File: config.mk
export PLATFORM = sky130hd
export DESIGN_NAME = energy_voice_activity_detector_core
export DESIGN_NICKNAME = d
export VERILOG_FILES = /design/src/hw/rtl/vad_pkg.sv /design/src/hw/rtl/energy_voice_activity_detector_core.sv /design/src/hw/rtl/vad_div.sv /design/src/hw/rtl/vad_isqrt.sv
export VERILOG_INCLUDE_DIRS = /design/src /design/src/hw/rtl
export SDC_FILE = /design/constraint.sdc
export NUM_CORES = 1
export LEC_CHECK = 0
export BUFFER_PORTS_ARGS = -buffer_cell sky130_fd_sc_hd__buf_2
export CAP_MARGIN = 20
export CORE_MARGIN = 5
export CORE_UTILIZATION = 58
export DETAILED_ROUTE_END_ITERATION = 8
export PLACE_DENSITY_LB_ADDON = 0.2
export SLEW_MARGIN = 25
export SYNTH_ARGS = -nofsm -noshare
export SYNTH_HDL_FRONTEND = slang
export SYNTH_SLANG_ARGS = --single-unit
File: constraint.sdc
create_clock -name aclk -period 6.9 [get_ports aclk]
set_input_delay 0.69 -clock aclk [delete_from_list [all_inputs] [get_ports aclk]]
set_output_delay 0.69 -clock aclk [all_outputs]
set_load 0.05 [all_outputs]
File: src/hw/rtl/assert_macros.svh
// Assertion helpers used by the RTL core.
`ifndef ASSERT_MACROS_SVH
`define ASSERT_MACROS_SVH

// Property that must hold at every rising clock edge outside reset.
`define ASSERT_CLK(label, clk, rstn, prop, msg) \
    label: assert property (@(posedge clk) disable iff (!rstn) prop) \
        else $error(msg);

// Condition that must never be seen outside reset.
`define ASSERT_NEVER(label, clk, rstn, cond, msg) \
    label: assert property (@(posedge clk) disable iff (!rstn) !(cond)) \
        else $error(msg);

`endif

File: src/hw/rtl/vad_pkg.sv
`default_nettype none

package vad_pkg;

    // Field widths
    localparam int SAMPLE_W = 16;
    localparam int PROB_W   = 8;
    localparam int FS_W     = 2;
    localparam int S_DATA_W = 24;
    localparam int M_DATA_W = 8;

    // Register widths
    localparam int CAL_W   = 10;
    localparam int FACT_W  = 8;
    localparam int RUN_W   = 10;
    localparam int CFG_W   = 10;
    localparam int CFG_IDX_W = 2;
    localparam int CSUM_W  = 26;
    localparam int NF_W    = 16;

    // Register indexes
    localparam logic [CFG_IDX_W-1:0] REG_CAL_FRAMES  = 2'd0;
    localparam logic [CFG_IDX_W-1:0] REG_THR_FACTOR  = 2'd1;
    localparam logic [CFG_IDX_W-1:0] REG_MIN_SPEECH  = 2'd2;
    localparam logic [CFG_IDX_W-1:0] REG_HANGOVER    = 2'd3;

    // Register defaults
    localparam logic [CAL_W-1:0]  CAL_FRAMES_DEF = 10'd100;
    localparam logic [FACT_W-1:0] THR_FACTOR_DEF = 8'd48;
    localparam logic [RUN_W-1:0]  MIN_SPEECH_DEF = 10'd3;
    localparam logic [RUN_W-1:0]  HANGOVER_DEF   = 10'd50;

    // Frame states
    localparam logic [FS_W-1:0] FS_SILENCE = 2'd0;
    localparam logic [FS_W-1:0] FS_SPEECH  = 2'd1;
    localparam logic [FS_W-1:0] FS_END     = 2'd2;

    // Decision constants
    localparam logic [NF_W-1:0]   FLOOR_MIN  = 16'd50;
    localparam logic [PROB_W-1:0] PROB_LIMIT = 8'd153;
    localparam logic [RUN_W-1:0]  RUN_MAX    = 10'd1023;

    // Square root unit: radicand covers the largest mean square (2^30)
    localparam int SQ_IN_W = 32;
    localparam int ROOT_W  = 16;

    // Digit-serial squaring
    localparam int DIGIT_W = 4;

    localparam int MAX_FRAME_DEF = 1024;

endpackage

`default_nettype wire

File: src/hw/rtl/energy_voice_activity_detector_core.sv
// Sequence: each sample is accepted and, while the frame has room, squared in
// four 4-bit digit steps of the multiply-accumulate; s_tready is low meanwhile.
// A frame-end sample then runs the mean-square divide, the root, the decision and the
// load of the output register, which waits for the receiver; the frame that closes
// calibration adds the noise-floor divide before that load.
// Reset: aresetn is synchronous, active low; clears control state, loads register defaults.
`default_nettype none
`include "assert_macros.svh"

module energy_voice_activity_detector_core #(
    parameter int MAX_FRAME = vad_pkg::MAX_FRAME_DEF
) (
    input  wire logic                           aclk,
    input  wire logic                           aresetn,

    // Configuration write port
    input  wire logic                           cfg_wr_en,
    input  wire logic [vad_pkg::CFG_IDX_W-1:0]  cfg_index,
    input  wire logic [vad_pkg::CFG_W-1:0]      cfg_wdata,

    // Sample stream
    input  wire logic                           s_tvalid,
    output logic                                s_tready,
    input  wire logic [vad_pkg::S_DATA_W-1:0]   s_tdata,   // [15:0] sample, [23:16] speech_prob
    input  wire logic                           s_tlast,   // frame_end

    // Frame state stream
    output logic                                m_tvalid,
    input  wire logic                           m_tready,
    output logic      [vad_pkg::M_DATA_W-1:0]   m_tdata    // [1:0] frame_state, rest zero
);

    import vad_pkg::*;

    localparam int CNT_W   = $clog2(MAX_FRAME + 1);
    localparam int EN_W    = 2 * SAMPLE_W - 1 + $clog2(MAX_FRAME);
    localparam int DVS_W   = (CNT_W > CAL_W) ? CNT_W : CAL_W;
    localparam int MCAND_W = 2 * SAMPLE_W;
    localparam int DIGITS  = SAMPLE_W / DIGIT_W;
    localparam int DCNT_W  = $clog2(DIGITS);
    localparam int THR_W   = NF_W + FACT_W;

    localparam logic [2:0] S_IDLE = 3'd0;
    localparam logic [2:0] S_MUL  = 3'd1;
    localparam logic [2:0] S_DGO  = 3'd2;
    localparam logic [2:0] S_DIV  = 3'd3;
    localparam logic [2:0] S_SQRT = 3'd4;
    localparam logic [2:0] S_DEC  = 3'd5;
    localparam logic [2:0] S_CDIV = 3'd6;
    localparam logic [2:0] S_PUSH = 3'd7;

    // Configuration registers
    logic [CAL_W-1:0]  cal_frames_reg;
    logic [FACT_W-1:0] thr_factor_reg;
    logic [RUN_W-1:0]  min_speech_reg;
    logic [RUN_W-1:0]  hangover_reg;

    // Control and state
    logic [2:0]        state_reg, state_next;
    logic [DCNT_W-1:0] dig_cnt_reg;
    logic              fend_reg;
    logic [PROB_W-1:0] prob_reg;
    logic [MCAND_W-1:0] mcand_reg;
    logic [SAMPLE_W-1:0] digit_reg;
    logic [EN_W-1:0]   energy_reg;
    logic [CNT_W-1:0]  sample_count_reg;
    logic [ROOT_W-1:0] rms_reg;
    logic [CAL_W-1:0]  calib_count_reg, calib_count_next;
    logic [CSUM_W-1:0] calib_sum_reg, calib_sum_next;
    logic [NF_W-1:0]   floor_level_reg;
    logic [RUN_W-1:0]  speech_run_reg, speech_run_next;
    logic [RUN_W-1:0]  silence_run_reg, silence_run_next;
    logic              talking_reg, talking_next;
    logic [FS_W-1:0]   res_reg, res_next;
    logic              m_tvalid_reg;
    logic [FS_W-1:0]   m_state_reg;

    // Handshake and datapath helpers
    logic                   s_fire;
    logic                   room;
    logic [SAMPLE_W-1:0]    raw;
    logic [SAMPLE_W-1:0]    mag;
    logic [MCAND_W+DIGIT_W-1:0] pp;
    logic                   div_go;
    logic [EN_W-1:0]        div_dividend;
    logic [DVS_W-1:0]       div_divisor;
    logic                   div_done;
    logic [EN_W-1:0]        div_quo;
    logic                   sq_go;
    logic                   sq_done;
    logic [ROOT_W-1:0]      sq_root;
    logic                   calibrating;
    logic                   cal_close;
    logic                   speech;
    logic [THR_W-1:0]       thr;
    logic [THR_W-1:0]       rms_x16;
    logic [RUN_W-1:0]       sr_inc;
    logic [RUN_W-1:0]       sil_inc;
    logic [NF_W-1:0]        floor_q;
    logic                   out_free;

    assign s_tready = (state_reg == S_IDLE);
    assign s_fire   = s_tvalid && s_tready;
    assign room     = sample_count_reg < CNT_W'(MAX_FRAME);
    assign raw      = s_tdata[SAMPLE_W-1:0];
    assign mag      = raw[SAMPLE_W-1] ? (SAMPLE_W'(0) - raw) : raw;
    assign pp       = mcand_reg * digit_reg[DIGIT_W-1:0];
    assign out_free = !m_tvalid_reg || m_tready;

    // Configuration writes
    always_ff @(posedge aclk) begin
        if (!aresetn) begin
            cal_frames_reg <= CAL_FRAMES_DEF;
            thr_factor_reg <= THR_FACTOR_DEF;
            min_speech_reg <= MIN_SPEECH_DEF;
            hangover_reg   <= HANGOVER_DEF;
        end else if (cfg_wr_en) begin
            unique case (cfg_index)
                REG_CAL_FRAMES: cal_frames_reg <= cfg_wdata[CAL_W-1:0];
                REG_THR_FACTOR: thr_factor_reg <= cfg_wdata[FACT_W-1:0];
                REG_MIN_SPEECH: min_speech_reg <= cfg_wdata[RUN_W-1:0];
                REG_HANGOVER:   hangover_reg   <= cfg_wdata[RUN_W-1:0];
                default:        ;
            endcase
        end
    end

    // Frame decision
    always_comb begin
        calibrating      = calib_count_reg < cal_frames_reg;
        calib_sum_next   = calib_sum_reg + CSUM_W'(rms_reg);
        calib_count_next = calib_count_reg + 1'b1;
        cal_close        = calibrating && (calib_count_next == cal_frames_reg);
        thr              = floor_level_reg * thr_factor_reg;
        rms_x16          = {(THR_W - ROOT_W - 4)'(0), rms_reg, 4'b0000};
        speech           = (rms_x16 > thr) || (prob_reg > PROB_LIMIT);
        sr_inc           = (speech_run_reg < RUN_MAX) ? speech_run_reg + 1'b1 : RUN_MAX;
        sil_inc          = (silence_run_reg < RUN_MAX) ? silence_run_reg + 1'b1 : RUN_MAX;

        speech_run_next  = speech_run_reg;
        silence_run_next = silence_run_reg;
        talking_next     = talking_reg;
        res_next         = FS_SILENCE;

        if (!calibrating) begin
            if (!talking_reg) begin
                if (speech) begin
                    speech_run_next  = sr_inc;
                    silence_run_next = '0;
                    if (sr_inc >= min_speech_reg) begin
                        talking_next = 1'b1;
                        res_next     = FS_SPEECH;
                    end
                end else begin
                    speech_run_next = '0;
                end
            end else if (speech) begin
                silence_run_next = '0;
                res_next         = FS_SPEECH;
            end else if (sil_inc >= hangover_reg) begin
                talking_next     = 1'b0;
                speech_run_next  = '0;
                silence_run_next = '0;
                res_next         = FS_END;
            end else begin
                silence_run_next = sil_inc;
                res_next         = FS_SPEECH;
            end
        end
    end

    // Sequencer
    always_comb begin
        state_next   = state_reg;
        div_go       = 1'b0;
        sq_go        = 1'b0;
        div_dividend = energy_reg;
        div_divisor  = DVS_W'(sample_count_reg);
        unique case (state_reg)
            S_IDLE: begin
                if (s_fire) begin
                    if (room) begin
                        state_next = S_MUL;
                    end else if (s_tlast) begin
                        state_next = S_DGO;
                    end
                end
            end
            S_MUL: begin
                if (dig_cnt_reg == DCNT_W'(DIGITS - 1)) begin
                    state_next = fend_reg ? S_DGO : S_IDLE;
                end
            end
            S_DGO: begin
                div_go     = 1'b1;
                state_next = S_DIV;
            end
            S_DIV: begin
                if (div_done) begin
                    sq_go      = 1'b1;
                    state_next = S_SQRT;
                end
            end
            S_SQRT: begin
                if (sq_done) begin
                    state_next = S_DEC;
                end
            end
            S_DEC: begin
                div_dividend = EN_W'(calib_sum_next);
                div_divisor  = DVS_W'(cal_frames_reg);
                if (cal_close) begin
                    div_go     = 1'b1;
                    state_next = S_CDIV;
                end else begin
                    state_next = S_PUSH;
                end
            end
            S_CDIV: begin
                if (div_done) begin
                    state_next = S_PUSH;
                end
            end
            S_PUSH: begin
                if (out_free) begin
                    state_next = S_IDLE;
                end
            end
            default: state_next = S_IDLE;
        endcase
    end

    // Control registers
    always_ff @(posedge aclk) begin
        if (!aresetn) begin
            state_reg        <= S_IDLE;
            dig_cnt_reg      <= '0;
            energy_reg       <= '0;
            sample_count_reg <= '0;
            calib_count_reg  <= '0;
            calib_sum_reg    <= '0;
            floor_level_reg  <= '0;
            speech_run_reg   <= '0;
            silence_run_reg  <= '0;
            talking_reg      <= 1'b0;
            m_tvalid_reg     <= 1'b0;
        end else begin
            state_reg <= state_next;

            // Squaring: one 4-bit digit of the magnitude per cycle
            if (s_fire && room) begin
                sample_count_reg <= sample_count_reg + 1'b1;
                dig_cnt_reg      <= '0;
            end else if (state_reg == S_MUL) begin
                energy_reg  <= energy_reg + EN_W'(pp[MCAND_W-1:0]);
                dig_cnt_reg <= dig_cnt_reg + 1'b1;
            end else if (state_reg == S_DGO) begin
                energy_reg       <= '0;
                sample_count_reg <= '0;
            end

            // Decision updates
            if (state_reg == S_DEC) begin
                if (calibrating) begin
                    calib_sum_reg   <= calib_sum_next;
                    calib_count_reg <= calib_count_next;
                end
                speech_run_reg  <= speech_run_next;
                silence_run_reg <= silence_run_next;
                talking_reg     <= talking_next;
            end

            if (state_reg == S_CDIV && div_done) begin
                floor_level_reg <= floor_q;
            end

            // Output register
            if (state_reg == S_PUSH && out_free) begin
                m_tvalid_reg <= 1'b1;
            end else if (m_tready) begin
                m_tvalid_reg <= 1'b0;
            end
        end
    end

    assign floor_q = (div_quo[NF_W-1:0] < FLOOR_MIN) ? FLOOR_MIN : div_quo[NF_W-1:0];

    // Payload registers
    always_ff @(posedge aclk) begin
        if (s_fire) begin
            fend_reg  <= s_tlast;
            prob_reg  <= s_tdata[SAMPLE_W +: PROB_W];
            mcand_reg <= MCAND_W'(mag);
            digit_reg <= mag;
        end else if (state_reg == S_MUL) begin
            mcand_reg <= {mcand_reg[MCAND_W-DIGIT_W-1:0], DIGIT_W'(0)};
            digit_reg <= {DIGIT_W'(0), digit_reg[SAMPLE_W-1:DIGIT_W]};
        end
        if (state_reg == S_SQRT && sq_done) begin
            rms_reg <= sq_root;
        end
        if (state_reg == S_DEC) begin
            res_reg <= res_next;
        end
        if (state_reg == S_PUSH && out_free) begin
            m_state_reg <= res_reg;
        end
    end

    assign m_tvalid = m_tvalid_reg;
    assign m_tdata  = M_DATA_W'(m_state_reg);

    // Shared divider: frame mean square, then noise floor
    vad_div #(
        .DVD_W (EN_W),
        .DVS_W (DVS_W)
    ) u_div (
        .aclk     (aclk),
        .aresetn  (aresetn),
        .go       (div_go),
        .dividend (div_dividend),
        .divisor  (div_divisor),
        .done     (div_done),
        .quotient (div_quo)
    );

    vad_isqrt u_isqrt (
        .aclk     (aclk),
        .aresetn  (aresetn),
        .go       (sq_go),
        .radicand (div_quo[SQ_IN_W-1:0]),
        .done     (sq_done),
        .root     (sq_root)
    );

    // Checks
    `ASSERT_CLK(a_end_reported, aclk, aresetn,
        $fell(talking_reg) && $past(aresetn) |-> (state_reg == S_PUSH) && (res_reg == FS_END),
        "speech left without a speech-ended result")
    `ASSERT_CLK(a_start_reported, aclk, aresetn,
        $rose(talking_reg) |-> (state_reg == S_PUSH) && (res_reg == FS_SPEECH),
        "speech entered without a speech result")
    `ASSERT_CLK(a_div_owner, aclk, aresetn,
        div_done |-> (state_reg == S_DIV) || (state_reg == S_CDIV),
        "divider finished with no waiting state")
    `ASSERT_NEVER(a_count_bound, aclk, aresetn,
        sample_count_reg > CNT_W'(MAX_FRAME),
        "frame sample count beyond limit")

endmodule

`default_nettype wire

File: src/hw/rtl/vad_div.sv
`default_nettype none

// Restoring divider, one quotient bit per cycle, MSB first.
module vad_div #(
    parameter int DVD_W = 41,
    parameter int DVS_W = 11
) (
    input  wire logic             aclk,
    input  wire logic             aresetn,
    input  wire logic             go,
    input  wire logic [DVD_W-1:0] dividend,
    input  wire logic [DVS_W-1:0] divisor,
    output logic                  done,
    output logic      [DVD_W-1:0] quotient
);

    localparam int CNT_W = $clog2(DVD_W);

    logic [DVD_W-1:0] quo_reg, quo_next;
    logic [DVS_W-1:0] rem_reg, rem_next;
    logic [DVS_W-1:0] dvs_reg;
    logic [CNT_W-1:0] cnt_reg;
    logic             busy_reg;
    logic             done_reg;

    logic [DVS_W:0] rem_sh;
    logic [DVS_W:0] diff;
    logic           ge;

    // One trial subtraction
    always_comb begin
        rem_sh   = {rem_reg, quo_reg[DVD_W-1]};
        ge       = rem_sh >= {1'b0, dvs_reg};
        diff     = rem_sh - {1'b0, dvs_reg};
        rem_next = ge ? diff[DVS_W-1:0] : rem_sh[DVS_W-1:0];
        quo_next = {quo_reg[DVD_W-2:0], ge};
    end

    // Control
    always_ff @(posedge aclk) begin
        if (!aresetn) begin
            busy_reg <= 1'b0;
            done_reg <= 1'b0;
            cnt_reg  <= '0;
        end else begin
            done_reg <= 1'b0;
            if (go) begin
                busy_reg <= 1'b1;
                cnt_reg  <= CNT_W'(DVD_W - 1);
            end else if (busy_reg) begin
                if (cnt_reg == '0) begin
                    busy_reg <= 1'b0;
                    done_reg <= 1'b1;
                end else begin
                    cnt_reg <= cnt_reg - 1'b1;
                end
            end
        end
    end

    // Datapath
    always_ff @(posedge aclk) begin
        if (go) begin
            quo_reg <= dividend;
            rem_reg <= '0;
            dvs_reg <= divisor;
        end else if (busy_reg) begin
            quo_reg <= quo_next;
            rem_reg <= rem_next;
        end
    end

    assign done     = done_reg;
    assign quotient = quo_reg;

endmodule

`default_nettype wire

File: src/hw/rtl/vad_isqrt.sv
`default_nettype none

// Integer square root, one root bit (two radicand bits) per cycle.
module vad_isqrt (
    input  wire logic                         aclk,
    input  wire logic                         aresetn,
    input  wire logic                         go,
    input  wire logic [vad_pkg::SQ_IN_W-1:0]  radicand,
    output logic                              done,
    output logic      [vad_pkg::ROOT_W-1:0]   root
);

    import vad_pkg::*;

    localparam int CNT_W = $clog2(ROOT_W);

    logic [SQ_IN_W-1:0] x_reg;
    logic [ROOT_W:0]    rem_reg, rem_next;
    logic [ROOT_W-1:0]  root_reg, root_next;
    logic [CNT_W-1:0]   cnt_reg;
    logic               busy_reg;
    logic               done_reg;

    logic [ROOT_W+2:0] rem_sh;
    logic [ROOT_W+2:0] trial;
    logic [ROOT_W+2:0] diff;
    logic              ge;

    // One digit step
    always_comb begin
        rem_sh = {rem_reg, x_reg[SQ_IN_W-1 -: 2]};
        trial  = {1'b0, root_reg, 2'b01};
        ge     = rem_sh >= trial;
        diff   = rem_sh - trial;
        if (ge) begin
            rem_next  = diff[ROOT_W:0];
            root_next = {root_reg[ROOT_W-2:0], 1'b1};
        end else begin
            rem_next  = rem_sh[ROOT_W:0];
            root_next = {root_reg[ROOT_W-2:0], 1'b0};
        end
    end

    // Control
    always_ff @(posedge aclk) begin
        if (!aresetn) begin
            busy_reg <= 1'b0;
            done_reg <= 1'b0;
            cnt_reg  <= '0;
        end else begin
            done_reg <= 1'b0;
            if (go) begin
                busy_reg <= 1'b1;
                cnt_reg  <= CNT_W'(ROOT_W - 1);
            end else if (busy_reg) begin
                if (cnt_reg == '0) begin
                    busy_reg <= 1'b0;
                    done_reg <= 1'b1;
                end else begin
                    cnt_reg <= cnt_reg - 1'b1;
                end
            end
        end
    end

    // Datapath
    always_ff @(posedge aclk) begin
        if (go) begin
            x_reg    <= radicand;
            rem_reg  <= '0;
            root_reg <= '0;
        end else if (busy_reg) begin
            x_reg    <= {x_reg[SQ_IN_W-3:0], 2'b00};
            rem_reg  <= rem_next;
            root_reg <= root_next;
        end
    end

    assign done = done_reg;
    assign root = root_reg;

endmodule

`default_nettype wire

==> out/results.txt <==
hold_sp: s_tdata[20]
CP Launch Type: flip-flop
Initial Util: 58.44%
average cell area after synthesis: 8.589 um2
status: complete, no violations
fin crit period: 6.593 ns
final period utilization: 95.55%
Hold Fails Final Rpt: 0
cell taking the most area after synthesis: dfxtp_1
Worst EP required: 7.40 ns
vias in the first global route: 23,540
Final setup viols: 0
GRT Overall Usage: 25.29%
Async SR Flop Fraction: 0%
Num CTS Buffers: 45
max cap viols: 0
initial antenna violation count: 0
number of flops mapped to enable cells by yosys: 144
Final GP Congestion: 0.8827
Initial DRC Count: 1,416
synth cell count leaders: nand2_1 (542), inv_1 (274), a21oi_1 (265), dfxtp_1 (243), ha_1 (208)
LEAKAGE: 13.70 nW
GR peak layer: met2
Yosys top cell area share: 17.08%
met2 GRT Util: 45.69%
reg-to-reg critical path startpoint: thr_factor_reg[4]
max-slew violation count: 0
antenna fix cells: 0
DRC viols: 0
CP arrival: 7.09 ns
H-tree levels: 2
Initial DRT Pass Iterations: 5
met1 Use GR: 32.05%
GR Util met3: 2.891%
VDD IR max: 0.2620 mV
row cnt: 81
io pins: 52
Hold Crit Class: in2reg
layout cells sized above 1: 7.274%
worst-margin pin slew: 1.329 ns
Synth warnings: 0
via count: 23,260
post-synthesis sequential area ratio: 32.25%
total routed wirelength: 68,240 um
GR Overflow Total: 0
setup TNS: 0 ns
Die H: 231.6 um
Routed Antenna Nets: 0
Critical Path End Type: flip-flop
critical path class: reg2reg
Post-Synthesis Cells: 3,317
Yosys reg bits: 387
PwrDens: 287.2 mW/mm2
top-count cell post-synth: nand2_1
core area: 0.04875 mm2
maximum root-to-sink buffer count: 3
clk root buf: clkbuf_16
worst-path maximum fanout: 6
Synth-to-Final Area Change: 9.087%
post-DP HPWL: 50,660 um
final net count: 3,725
top post-synthesis cells by area: dfxtp_1 (17%), edfxtp_1 (15%), fa_1 (10%)
clock sinks: 387
Wirelength per Cell: 16.93 um
library cells used by synthesis: 83
Buffers on Ports: 44
CTS tree: yes
largest net degree at the start of global routing: 80
Worst-path clk slew: 0.06 ns
Die Width: 231.6 um
Vias/cell: 5.768
achievable clock frequency: 0.1517 GHz
Slew HR: 10.89%
crit path from: thr_factor_reg[4]
FILL cells: 4,136
Post-synth top flop: dfxtp_1
first-pass GRT wire length: 113,900 um
Clk Latency, worst-skew pair: 0.61 ns
Final Skew: 0.03292 ns
Mapped Area: 0.02849 mm2
worst hold slack: 0.2775 ns
DIE AREA: 0.05365 mm2
-- per-stage QoR --
stage | utilization (%) | cells | power (W) | worst slack [ns] | cell area, um2
5_1_grt | 63.75 | 4032 | 0.009578 | -0.002220 | 31080
2_1_floorplan | - | 3322 | 0.005699 | 0.4816 | 28510
4_1_cts | 63.45 | 4026 | 0.008941 | 0.03055 | 30930
3_3_place_gp | 60.35 | 3942 | 0.006325 | 0.1771 | 29420
3_5_place_dp | 60.36 | 3942 | 0.006487 | 0.05330 | 29420
6_report | 63.75 | 4032 | 0.008925 | 0.3074 | 31080
-- final timing paths --
check,end,slack [ns],cells after the start
max,speech_run_reg[7],0.31,24
min,prob_reg[4],0.28,1
max reg2reg,speech_run_reg[7],0.31,24
min reg2reg,min_speech_reg[8],0.45,2
-- power by group --
group / leakage [nW] / internal (W) / switching (W)
Clock: 0.731 / 0.00139 / 0.00103
Sequential: 3.34 / 0.00259 / 0.000193
Combinational: 9.64 / 0.00152 / 0.00220
-- cells by family after synthesis --
kind of cell	share of synthesized area [%]
xor+xnor	4.950
compound gates	15.83
flops	32.25
simple gates	20.32
other cells	0.01316
buf+inv	5.564
mux	1.809
fa+ha+maj	19.25
-- critical path, stage by stage, from the launching register on --
cell and delay [ns]:
dfxtp_1 0.35, buf_4 0.17, and2_1 0.16, fa_1 0.58
fa_1 0.46, fa_1 0.55, inv_1 0.06, fa_1 0.55
inv_1 0.05, ha_1 0.26, a2111oi_4 0.40, o31ai_2 0.17
a311oi_2 0.27, nand3b_1 0.19, nand2_1 0.08, xnor2_1 0.16
ha_1 0.30, nand4_1 0.15, nor4_1 0.36, a211oi_1 0.14
o311a_1 0.17, o2111ai_4 0.23, a41oi_4 0.21, a21o_1 0.26
a22o_2 0.20
-- cells in the final DEF, fill, tap and decap left out, types with 44 or more instances in the layout --
cell | netlist | final
a21o_1 | 58 | 58
a21oi_1 | 265 | 265
and2_1 | 168 | 168
buf_2 | 4 | 44
buf_4 | 6 | 53
clkbuf_16 | 0 | 45
dfxtp_1 | 243 | 233
edfxtp_1 | 144 | 144
fa_1 | 144 | 144
ha_1 | 208 | 208
inv_1 | 274 | 274
mux2i_1 | 47 | 47
nand2_1 | 542 | 541
nand3_1 | 80 | 79
nor2_1 | 206 | 204
nor3_1 | 52 | 50
o21ai_0 | 131 | 130
xnor2_1 | 90 | 90
xor2_1 | 71 | 71
-- routing by layer --
layer | wire (um) | part of all wire, %
met1 | 29080 | 43
met2 | 34200 | 50
met3 | 3364 | 4.9
met4 | 1594 | 2.3
met5 | 0 | 0
-- layout make-up --
class,count,area [um2],area share [%]
Sequential cell,387,9201,29.61
Tap cell,664,830.8,2.673
Clock buffer,52,1172,3.772
Timing Repair Buffer,97,618.1,1.989
Inverter,277,1042,3.354
Multi-Input combinational cell,2523,17880,57.53
Clock inverter,32,334.1,1.075
-- what timing repair did --
item                       4_1_cts  5_1_grt
gates resized for setup          1       22
setup buffers                    0        6
setup endpoints to repair        2       25
hold buffers                     0        0
pin swaps                        0        8
cloned                           0        0
Power figures use the tool's default switching activity.
